$ cat src/design/mrlcp_pkg.sv
// Shared types and constants for the Modbus RTU load-cell poller.
// No dependencies.
package mrlcp_pkg;

  localparam logic [1:0] OP_BYTE = 2'd0;
  localparam logic [1:0] OP_TICK = 2'd1;
  localparam logic [1:0] OP_TARE = 2'd2;

  localparam logic [1:0] KIND_NONE = 2'd0;
  localparam logic [1:0] KIND_READ = 2'd1;
  localparam logic [1:0] KIND_TARE = 2'd2;

  localparam logic [2:0] REG_ADDR    = 3'd0;
  localparam logic [2:0] REG_DATA    = 3'd1;
  localparam logic [2:0] REG_TRIG    = 3'd2;
  localparam logic [2:0] REG_TCMD    = 3'd3;
  localparam logic [2:0] REG_RTMO    = 3'd4;
  localparam logic [2:0] REG_POLL    = 3'd5;
  localparam logic [2:0] REG_SETTLE  = 3'd6;
  localparam logic [2:0] REG_HEALTH  = 3'd7;

  localparam logic [7:0]  FUNC_READ  = 8'd3;
  localparam logic [7:0]  FUNC_WRITE = 8'd6;
  localparam logic [7:0]  READ_BYTES = 8'd4;
  localparam logic [15:0] READ_COUNT = 16'd2;
  localparam logic [15:0] CRC_INIT   = 16'hFFFF;
  localparam logic [15:0] CRC_POLY   = 16'hA001;
  localparam logic [3:0]  WIN_DEPTH  = 4'd9;
  localparam logic [3:0]  READ_LEN   = 4'd9;
  localparam logic [3:0]  WRITE_LEN  = 4'd8;

  // CRC unit command / status
  typedef struct packed {
    logic       start;
    logic [7:0] data;
    logic       init;
  } crc_cmd_t;

  typedef struct packed {
    logic        busy;
    logic [15:0] crc;
  } crc_sts_t;

endpackage

$ cat src/design/mrlcp_crc.sv
// Bit-serial CRC-16/Modbus unit: hashes one byte a bit at a time.
// Depends on mrlcp_pkg.
module mrlcp_crc
  import mrlcp_pkg::*;
(
  input  logic     clk,
  input  logic     rst_n,
  input  crc_cmd_t cmd,
  output crc_sts_t sts
);

  logic [15:0] crc_r, crc_nxt;
  logic [3:0]  cnt_r, cnt_nxt;

  always_comb begin
    crc_nxt = crc_r;
    cnt_nxt = cnt_r;
    if (cmd.init) begin
      crc_nxt = CRC_INIT;
    end else if (cmd.start) begin
      crc_nxt = crc_r ^ {8'd0, cmd.data};
      cnt_nxt = 4'd8;
    end else if (cnt_r != 4'd0) begin
      // shift one bit
      crc_nxt = crc_r[0] ? ((crc_r >> 1) ^ CRC_POLY) : (crc_r >> 1);
      cnt_nxt = cnt_r - 4'd1;
    end
  end

  always_ff @(posedge clk) begin
    if (!rst_n) begin
      cnt_r <= 4'd0;
      crc_r <= CRC_INIT;
    end else begin
      cnt_r <= cnt_nxt;
      crc_r <= crc_nxt;
    end
  end

  assign sts.busy = (cnt_r != 4'd0);
  assign sts.crc  = crc_r;

endmodule

$ cat src/design/modbus_rtu_load_cell_poller_unit.sv
// Top level of the Modbus RTU load-cell poller: sequencer, window, timers, output stage.
// Depends on mrlcp_pkg and mrlcp_crc.
//
// Usage: the input stream carries one transaction per event: a received byte,
// a 1 ms tick or a tare request (in_tuser = opcode, in_tdata = byte). Each
// transaction produces either one status transaction or eight frame bytes on
// the output stream; out_tlast marks the final one. Status fields repeat on
// every output transaction of one input.
// Processing: a byte item checks the receive window with the shared bit-serial
// CRC unit, one window byte at a time, for a read response or a tare echo; a
// byte may try more than one window position. A sent frame is hashed with the
// same unit before its eight output transactions.
// Items are handled one at a time; in_tready is low while an item is at work.
// Reset (synchronous, rst_n low) restores register defaults, clears the
// exchange state and timers; a poll is due on the first tick.
// A stalled receiver (out_tready low) holds the current output transaction
// and the sequencer waits; nothing is lost.
module modbus_rtu_load_cell_poller_unit
  import mrlcp_pkg::*;
(
  input  logic        clk,
  input  logic        rst_n,
  input  logic        cfg_we,
  input  logic [2:0]  cfg_index,
  input  logic [15:0] cfg_wdata,
  input  logic        in_tvalid,
  output logic        in_tready,
  input  logic [7:0]  in_tdata,   // [7:0] rx_byte
  input  logic [1:0]  in_tuser,   // [1:0] opcode
  output logic        out_tvalid,
  input  logic        out_tready,
  output logic [47:0] out_tdata,  // [7:0] tx_byte, [39:8] weight, [47:40] zero
  output logic [6:0]  out_tuser,  // [0] tx_valid, [1] sample_new, [2] tare_done,
                                  // [3] tare_accepted, [4] healthy, [6:5] busy_kind
  output logic        out_tlast
);

  typedef enum logic [6:0] {
    ST_IDLE  = 7'b0000001,
    ST_CHECK = 7'b0000010,
    ST_CRC   = 7'b0000100,
    ST_WAIT  = 7'b0001000,
    ST_JUDGE = 7'b0010000,
    ST_FRAME = 7'b0100000,
    ST_OUT   = 7'b1000000
  } state_t;

  state_t state_r;

  // configuration
  logic [7:0]  dev_addr_r;
  logic [15:0] data_reg_r, trig_reg_r, tare_cmd_r, rsp_tmo_r, poll_int_r, settle_r, health_r;

  always_ff @(posedge clk) begin
    if (!rst_n) begin
      dev_addr_r <= 8'd1;
      data_reg_r <= 16'd0;
      trig_reg_r <= 16'd0;
      tare_cmd_r <= 16'd1;
      rsp_tmo_r  <= 16'd100;
      poll_int_r <= 16'd50;
      settle_r   <= 16'd500;
      health_r   <= 16'd1000;
    end else if (cfg_we) begin
      case (cfg_index)
        REG_ADDR:   dev_addr_r <= cfg_wdata[7:0];
        REG_DATA:   data_reg_r <= cfg_wdata;
        REG_TRIG:   trig_reg_r <= cfg_wdata;
        REG_TCMD:   tare_cmd_r <= cfg_wdata;
        REG_RTMO:   rsp_tmo_r  <= cfg_wdata;
        REG_POLL:   poll_int_r <= cfg_wdata;
        REG_SETTLE: settle_r   <= cfg_wdata;
        REG_HEALTH: health_r   <= cfg_wdata;
        default:    ;
      endcase
    end
  end

  // exchange state
  logic [1:0]  pend_r;
  logic        tare_wait_r;
  logic [7:0]  win_r [WIN_DEPTH];
  logic [3:0]  fill_r;
  logic [15:0] since_req_r, until_poll_r, since_rd_r;
  logic        have_rd_r;
  logic [31:0] value_r;

  // per-item work
  logic [7:0]  frame_r [8];
  logic [3:0]  idx_r;     // byte index into window or frame
  logic [3:0]  len_r;     // bytes to hash
  logic        sent_r, sample_r, tdone_r, acc_r;
  logic [2:0]  ocnt_r;
  logic        crc_for_frame_r;

  crc_cmd_t crc_cmd;
  crc_sts_t crc_sts;

  mrlcp_crc u_crc (
    .clk  (clk),
    .rst_n(rst_n),
    .cmd  (crc_cmd),
    .sts  (crc_sts)
  );

  logic in_acc, out_acc;
  assign in_acc  = in_tvalid && in_tready;
  assign out_acc = out_tvalid && out_tready;
  assign in_tready = (state_r == ST_IDLE);

  // byte fed to CRC
  logic [7:0] crc_byte;
  always_comb begin
    crc_byte = crc_for_frame_r ? frame_r[idx_r[2:0]] : win_r[idx_r];
    crc_cmd.init  = 1'b0;
    crc_cmd.start = 1'b0;
    crc_cmd.data  = crc_byte;
    if (state_r == ST_CHECK || (state_r == ST_FRAME && !sent_r)) crc_cmd.init = 1'b1;
    if (state_r == ST_CRC) crc_cmd.start = 1'b1;
  end

  // field match of the window for the pending kind
  logic fields_ok;
  logic [15:0] got_crc;
  always_comb begin
    if (pend_r == KIND_READ) begin
      fields_ok = win_r[0] == dev_addr_r && win_r[1] == FUNC_READ && win_r[2] == READ_BYTES;
      got_crc   = {win_r[8], win_r[7]};
    end else begin
      fields_ok = win_r[0] == dev_addr_r && win_r[1] == FUNC_WRITE &&
                  {win_r[2], win_r[3]} == trig_reg_r && {win_r[4], win_r[5]} == tare_cmd_r;
      got_crc   = {win_r[7], win_r[6]};
    end
  end

  logic [3:0] need;
  assign need = (pend_r == KIND_READ) ? READ_LEN : WRITE_LEN;
  logic [15:0] tick_req;
  assign tick_req = (since_req_r != 16'hFFFF) ? since_req_r + 16'd1 : since_req_r;

  logic [7:0] op_byte;
  assign op_byte = in_tdata;

  always_ff @(posedge clk) begin
    if (!rst_n) begin
      state_r      <= ST_IDLE;
      pend_r       <= KIND_NONE;
      tare_wait_r  <= 1'b0;
      fill_r       <= 4'd0;
      since_req_r  <= 16'd0;
      until_poll_r <= 16'd0;
      since_rd_r   <= 16'd0;
      have_rd_r    <= 1'b0;
      value_r      <= 32'd0;
      sent_r       <= 1'b0;
      sample_r     <= 1'b0;
      tdone_r      <= 1'b0;
      acc_r        <= 1'b0;
      ocnt_r       <= 3'd0;
      idx_r        <= 4'd0;
      len_r        <= 4'd0;
      crc_for_frame_r <= 1'b0;
    end else begin
      case (state_r)
        ST_IDLE: begin
          if (in_acc) begin
            sent_r <= 1'b0; sample_r <= 1'b0; tdone_r <= 1'b0; acc_r <= 1'b0;
            ocnt_r <= 3'd0;
            state_r <= ST_OUT;
            case (in_tuser)
              OP_BYTE: begin
                if (pend_r == KIND_NONE) begin
                  fill_r <= 4'd0;
                end else begin
                  // append byte, restart window when full
                  if (fill_r >= WIN_DEPTH) begin
                    win_r[0] <= op_byte;
                    fill_r   <= 4'd1;
                  end else begin
                    win_r[fill_r] <= op_byte;
                    fill_r <= fill_r + 4'd1;
                    if (fill_r + 4'd1 >= need) state_r <= ST_CHECK;
                  end
                end
              end
              OP_TICK: begin
                since_req_r <= tick_req;
                if (since_rd_r != 16'hFFFF) since_rd_r <= since_rd_r + 16'd1;
                if (pend_r != KIND_NONE && !(tick_req > rsp_tmo_r)) begin
                  if (until_poll_r != 16'd0) until_poll_r <= until_poll_r - 16'd1;
                end else begin
                  if (pend_r != KIND_NONE) begin
                    pend_r <= KIND_NONE;
                    fill_r <= 4'd0;
                  end
                  if (tare_wait_r) begin
                    tare_wait_r <= 1'b0;
                    pend_r <= KIND_TARE;
                    state_r <= ST_FRAME;
                  end else if (until_poll_r <= 16'd1) begin
                    pend_r <= KIND_READ;
                    state_r <= ST_FRAME;
                  end else begin
                    until_poll_r <= until_poll_r - 16'd1;
                  end
                end
              end
              OP_TARE: begin
                if (!tare_wait_r && pend_r != KIND_TARE) begin
                  acc_r <= 1'b1;
                  if (pend_r == KIND_NONE) begin
                    pend_r  <= KIND_TARE;
                    state_r <= ST_FRAME;
                  end else begin
                    tare_wait_r <= 1'b1;
                  end
                end
              end
              default: ;
            endcase
          end
        end
        // build request frame, then hash its six bytes
        ST_FRAME: begin
          if (!sent_r) begin
            sent_r <= 1'b1;
            fill_r <= 4'd0;
            since_req_r <= 16'd0;
            frame_r[0] <= dev_addr_r;
            if (pend_r == KIND_READ) begin
              until_poll_r <= poll_int_r;
              frame_r[1] <= FUNC_READ;
              {frame_r[2], frame_r[3]} <= data_reg_r;
              {frame_r[4], frame_r[5]} <= READ_COUNT;
            end else begin
              until_poll_r <= settle_r;
              frame_r[1] <= FUNC_WRITE;
              {frame_r[2], frame_r[3]} <= trig_reg_r;
              {frame_r[4], frame_r[5]} <= tare_cmd_r;
            end
            idx_r <= 4'd0;
            len_r <= 4'd6;
            crc_for_frame_r <= 1'b1;
            state_r <= ST_CRC;
          end else begin
            frame_r[6] <= crc_sts.crc[7:0];
            frame_r[7] <= crc_sts.crc[15:8];
            state_r <= ST_OUT;
          end
        end
        ST_CHECK: begin
          idx_r <= 4'd0;
          len_r <= need - 4'd2;
          crc_for_frame_r <= 1'b0;
          state_r <= ST_CRC;
        end
        ST_CRC: begin
          idx_r <= idx_r + 4'd1;
          state_r <= ST_WAIT;
        end
        ST_WAIT: begin
          if (!crc_sts.busy) begin
            if (idx_r == len_r) state_r <= crc_for_frame_r ? ST_FRAME : ST_JUDGE;
            else state_r <= ST_CRC;
          end
        end
        // accept the response or slide the window by one byte
        ST_JUDGE: begin
          if (fields_ok && crc_sts.crc == got_crc) begin
            if (pend_r == KIND_READ) begin
              value_r   <= {win_r[5], win_r[6], win_r[3], win_r[4]};
              have_rd_r <= 1'b1;
              since_rd_r <= 16'd0;
              sample_r  <= 1'b1;
            end else begin
              tdone_r <= 1'b1;
            end
            fill_r <= 4'd0;
            pend_r <= KIND_NONE;
            state_r <= ST_OUT;
          end else begin
            for (int i = 0; i < 8; i++) win_r[i] <= win_r[i + 1];
            fill_r <= fill_r - 4'd1;
            state_r <= (fill_r - 4'd1 >= need) ? ST_CHECK : ST_OUT;
          end
        end
        ST_OUT: begin
          if (out_acc) begin
            if (!sent_r || ocnt_r == 3'd7) state_r <= ST_IDLE;
            ocnt_r <= ocnt_r + 3'd1;
          end
        end
        default: state_r <= ST_IDLE;
      endcase
    end
  end

  logic healthy;
  assign healthy = have_rd_r && (since_rd_r < health_r);

  assign out_tvalid = (state_r == ST_OUT);
  assign out_tlast  = !sent_r || (ocnt_r == 3'd7);
  assign out_tdata  = {8'd0, value_r, sent_r ? frame_r[ocnt_r] : 8'd0};
  assign out_tuser  = {pend_r, healthy, acc_r, tdone_r, sample_r, sent_r};

  // checks
  a_busy_not_ready: assert property (@(posedge clk) disable iff (!rst_n)
    (state_r != ST_IDLE) |-> !in_tready) else $error("ready while busy");
  a_fill_bound: assert property (@(posedge clk) disable iff (!rst_n)
    fill_r <= WIN_DEPTH) else $error("window overfilled");
  a_no_double_tare: assert property (@(posedge clk) disable iff (!rst_n)
    tare_wait_r |-> (pend_r != KIND_TARE))
    else $error("tare queued while a tare is pending");
  a_sample_read: assert property (@(posedge clk) disable iff (!rst_n)
    (out_tvalid && sample_r) |-> (have_rd_r && pend_r == KIND_NONE))
    else $error("sample without reading");

endmodule
$ cat config.mk
export PLATFORM = sky130hd
export DESIGN_NAME = modbus_rtu_load_cell_poller_unit
export DESIGN_NICKNAME = d
export VERILOG_FILES = /design/src/design/mrlcp_pkg.sv /design/src/design/mrlcp_crc.sv /design/src/design/modbus_rtu_load_cell_poller_unit.sv
export SDC_FILE = /design/constraint.sdc
export NUM_CORES = 1
export LEC_CHECK = 0
export BUFFER_PORTS_ARGS = -buffer_cell sky130_fd_sc_hd__buf_2
export CORE_MARGIN = 2
export CORE_UTILIZATION = 55
export DETAILED_ROUTE_END_ITERATION = 8
export PLACE_DENSITY = 0.72
export SLEW_MARGIN = 20
export SYNTH_ARGS = -nofsm -noshare
export SYNTH_HDL_FRONTEND = slang
export SYNTH_HIERARCHICAL = 1
export SYNTH_SLANG_ARGS = --single-unit
$ cat constraint.sdc
create_clock -name clk -period 8.15 [get_ports clk]
set_input_delay 2.0375 -clock clk [delete_from_list [all_inputs] [get_ports clk]]
set_output_delay 2.0375 -clock clk [all_outputs]
set_load 0.03 [all_outputs]
==> impl_metrics.py <==
metrics = {
    "status": {
        "status": "completed",
    },
    "place": {
        "gp_congestion": 0.936,
        "io_buffers": 83,
        "dp.final_hpwl_microns": 42800,
        "dp_cells": 2700,
        "placed_cell_area_sq_um": 22600,
        "place_ws_ns": 3.32,
    },
    "die": {
        "initial_core_util_pct": 56.1,
        "num_rows": 72,
        "die_w_microns": 203,
        "ios": 92,
        "die_h_microns": 203,
        "die_area_sq_um": 41300,
        "core_sq_um": 38900,
    },
    "global_routing": {
        "grt_util_met2_pct": 45.9,
        "grt-ovfl-total": 0,
        "grt_busiest_layer": "met2",
        "use_met1_pct": 43.0,
        "grt_max_degree": 91,
        "grt_util_met3_pct": 4.51,
        "grt_first_pass_wirelength_microns": 94800,
        "antenna_found_initial": 0,
        "grt_use_total_pct": 29.8,
        "grt_pass1_vias": 16200,
    },
    "cells_and_area": {
        "antenna_cells": 0,
        "syn2layout_area_growth_pct": 11.0,
        "instances_no_fill": 2785,
        "layout-drive-gt1-share_pct": 15.7,
        "reg.largest.list": "win_r: 128 flops, frame_r: 58 flops, value_r: 32 flops",
        "final_cell_area_sq_um": 24200,
        "multi_input_area_sq_um": 10500,
        "fill_cells": 3190,
        "largest-register": "win_r",
        "largest_register_ffs": 128,
        "regArea_sq_um": 10700,
        "final_nets": 2309,
    },
    "yosys": {
        "synth_top_area_share_pct": 25.6,
        "synth_most_common_cell": "nand2_1",
        "synth-edff-count": 186,
        "synth.avg_cell_area_sq_um": 10.0,
        "seq_area_frac_synth_pct": 48.8,
        "synth_common_cells": "393 x nand2_1, 253 x dfxtp_1, 196 x a21oi_1",
        "synthCells": 2178,
        "synthDistinctLibCells": 84,
        "synth_flop_cell": "dfxtp_1",
        "netlist_area_sq_um": 21800,
        "synth_top_area_cell": "edfxtp_1",
        "synthArstFlopShare_pct": 0,
        "yosys_warnings": 6,
        "ys_ff_latch": 439,
        "ys_top_cells_by_area": "edfxtp_1 26%, dfxtp_1 23%, nand2_1 6.8%",
    },
    "sta": {
        "finalSetupViolations": 0,
        "report.final.hold_viol_count": 0,
        "setup_tns_ns": 0,
        "maxSlewViolCount": 0,
        "finalCriticalPeriod_ns": 4.67,
        "max_slew_margin_pct": 24.1,
        "max_slew.worst_pin.slew_ns": 1.13,
        "rsz0062_at_grt": "false",
        "clock_skew_ns": 0.0272,
        "fmax_mhz": 214,
        "fin_ws_ns": 3.48,
        "finalCritPeriodShare_pct": 57.3,
    },
    "setup_path": {
        "critPathTopFamily": "simple AND/OR/NAND/NOR gates",
        "path_buf_inv": 1,
        "r2r_end": "until_poll_r[0]",
        "cp-end-kind": "flip-flop",
        "worstSetupStartpointType": "flip-flop",
        "crit_chain": "ha_1, nand2_1, or3_1, or3_1, nand2_1, nor3_1, xor2_1, ha_1, nand4_1, nor3_1, a21boi_0, o31ai_1, o31ai_2, buf_4, a21oi_1, o221a_2",
        "reg2regPathDepth": 16,
        "worst_ep_required_time_ns": 8.61,
        "crit_type": "flip-flop to flip-flop",
        "critPathMaxStageDelay_ns": 0.45,
        "timing.rr.start": "since_req_r[0]",
        "rrSetupSlack_ns": 3.48,
        "crit_slowest_cell": "or3_1",
        "cp.arrival_ns": 5.14,
        "worst-path-stages": 16,
        "cp_max_fo": 32,
    },
    "detailed_routing": {
        "drtPass1Iterations": 6,
        "ant_nets": 0,
        "wl_per_cell_microns": 22.2,
        "via_per_inst": 6.20,
        "dr.first_iter.drc_count": 2112,
        "vias": 17300,
        "drc": 0,
        "wirelength_microns": 61800,
    },
    "worst_hold_path": {
        "min_path_cells": 2,
        "worstHoldStart": "sample_r",
        "holdCritPathClass": "flip-flop to flip-flop",
        "hold_end": "sample_r",
    },
    "clock_network": {
        "clockBufferDepth": 3,
        "clk_pin_slew_worst_paths_ns": 0.07,
        "root_buffer": "clkbuf_16",
        "ctsHoldBuffers": 0,
        "numCtsBuffers": 46,
        "clk_latency_ns": 0.59,
        "htree_levels": 2,
        "cts_tree": "done",
        "cts_resized": 0,
        "post_cts_buffers": 0,
        "clock-sinks": 439,
    },
    "pwr": {
        "p_leak_nw": 9.14,
        "ir_worst_vdd_uv": 155,
        "power.density_nw_per_um2": 253,
    },
    "job": {
        "maxCapViolCount": 0,
    },
}
-- routing by layer --
layer / vias to the layer above / wire length (microns)
met5: - / 0
met4: 0 / 2120
met3: 133 / 5840
met2: 851 / 27800
met1: 8416 / 26000
li1: 7866 / -
-- cell usage in the layout (no fill, tap or decap), types with 22 or more instances in the layout --
master       n
dfxtp_1    252
edfxtp_1   186
nor3_1      30
and2_1      25
ha_1        45
xnor2_1     46
a21oi_1    196
conb_1      48
nand4_1     29
xor2_1      26
buf_2       83
mux2i_1     59
inv_1       76
nand2_1    393
mux2_2      66
o21ai_0     58
nand2b_1    27
nor2_1     107
mux4_2      60
or2_2       22
clkbuf_16   47
nand3_1     70
-- worst max-delay path by stage --
stage	startpoint	endpoint
2_1_floorplan	rst_n	frame_r[16]
3_3_place_gp	in_tuser[1]	win_r[3][6]
3_5_place_dp	in_tuser[1]	win_r[3][7]
4_1_cts	health_r[9]	out_tuser[4]
5_1_grt	since_req_r[0]	until_poll_r[0]
6_report	since_req_r[0]	until_poll_r[0]
-- worst min-delay path: stages (launching register included) --
cell	delay, ns
dfxtp_1	0.31
inv_1	0.04
a21oi_1	0.05
-- stage by stage --
step	utilization, %	hold WS, ns	power (mW)
floorplan	-	0.424	3.55
global placement	58.0	0.433	3.90
detailed placement	58.1	0.437	3.94
CTS	62.2	0.447	6.13
global route	62.3	0.476	6.41
finish	62.3	0.442	6.14
-- logic make-up after synthesis --
| family | Yosys count | share of synthesized area (%) |
|---|---|---|
| fa+ha+maj | 45 | 2.58 |
| other cells | 1 | 0.0172 |
| flops | 439 | 48.8 |
| xor+xnor | 72 | 2.89 |
| buf+inv | 221 | 4.29 |
| simple gates | 802 | 17.1 |
| mux | 187 | 12.4 |
| compound gates | 411 | 12.0 |
-- area by class of cell --
cell class                 instances  area share [%]
sequential                       439            44.0
multi-input combinational       1565            43.3
clock buffer                      67            5.49
tap                              518            2.67
timing repair buffer              98            2.18
inverter                          80            1.26
clock inverter                    18            1.09
-- power by group --
part           switching (mW)  total, mW  leakage [nW]  internal (mW)
clock network           0.892       2.19         0.782           1.30
logic                   0.925       1.41          4.62          0.486
registers               0.131       2.54          3.74           2.41
Note: power is estimated with default switching activity, not from simulation.
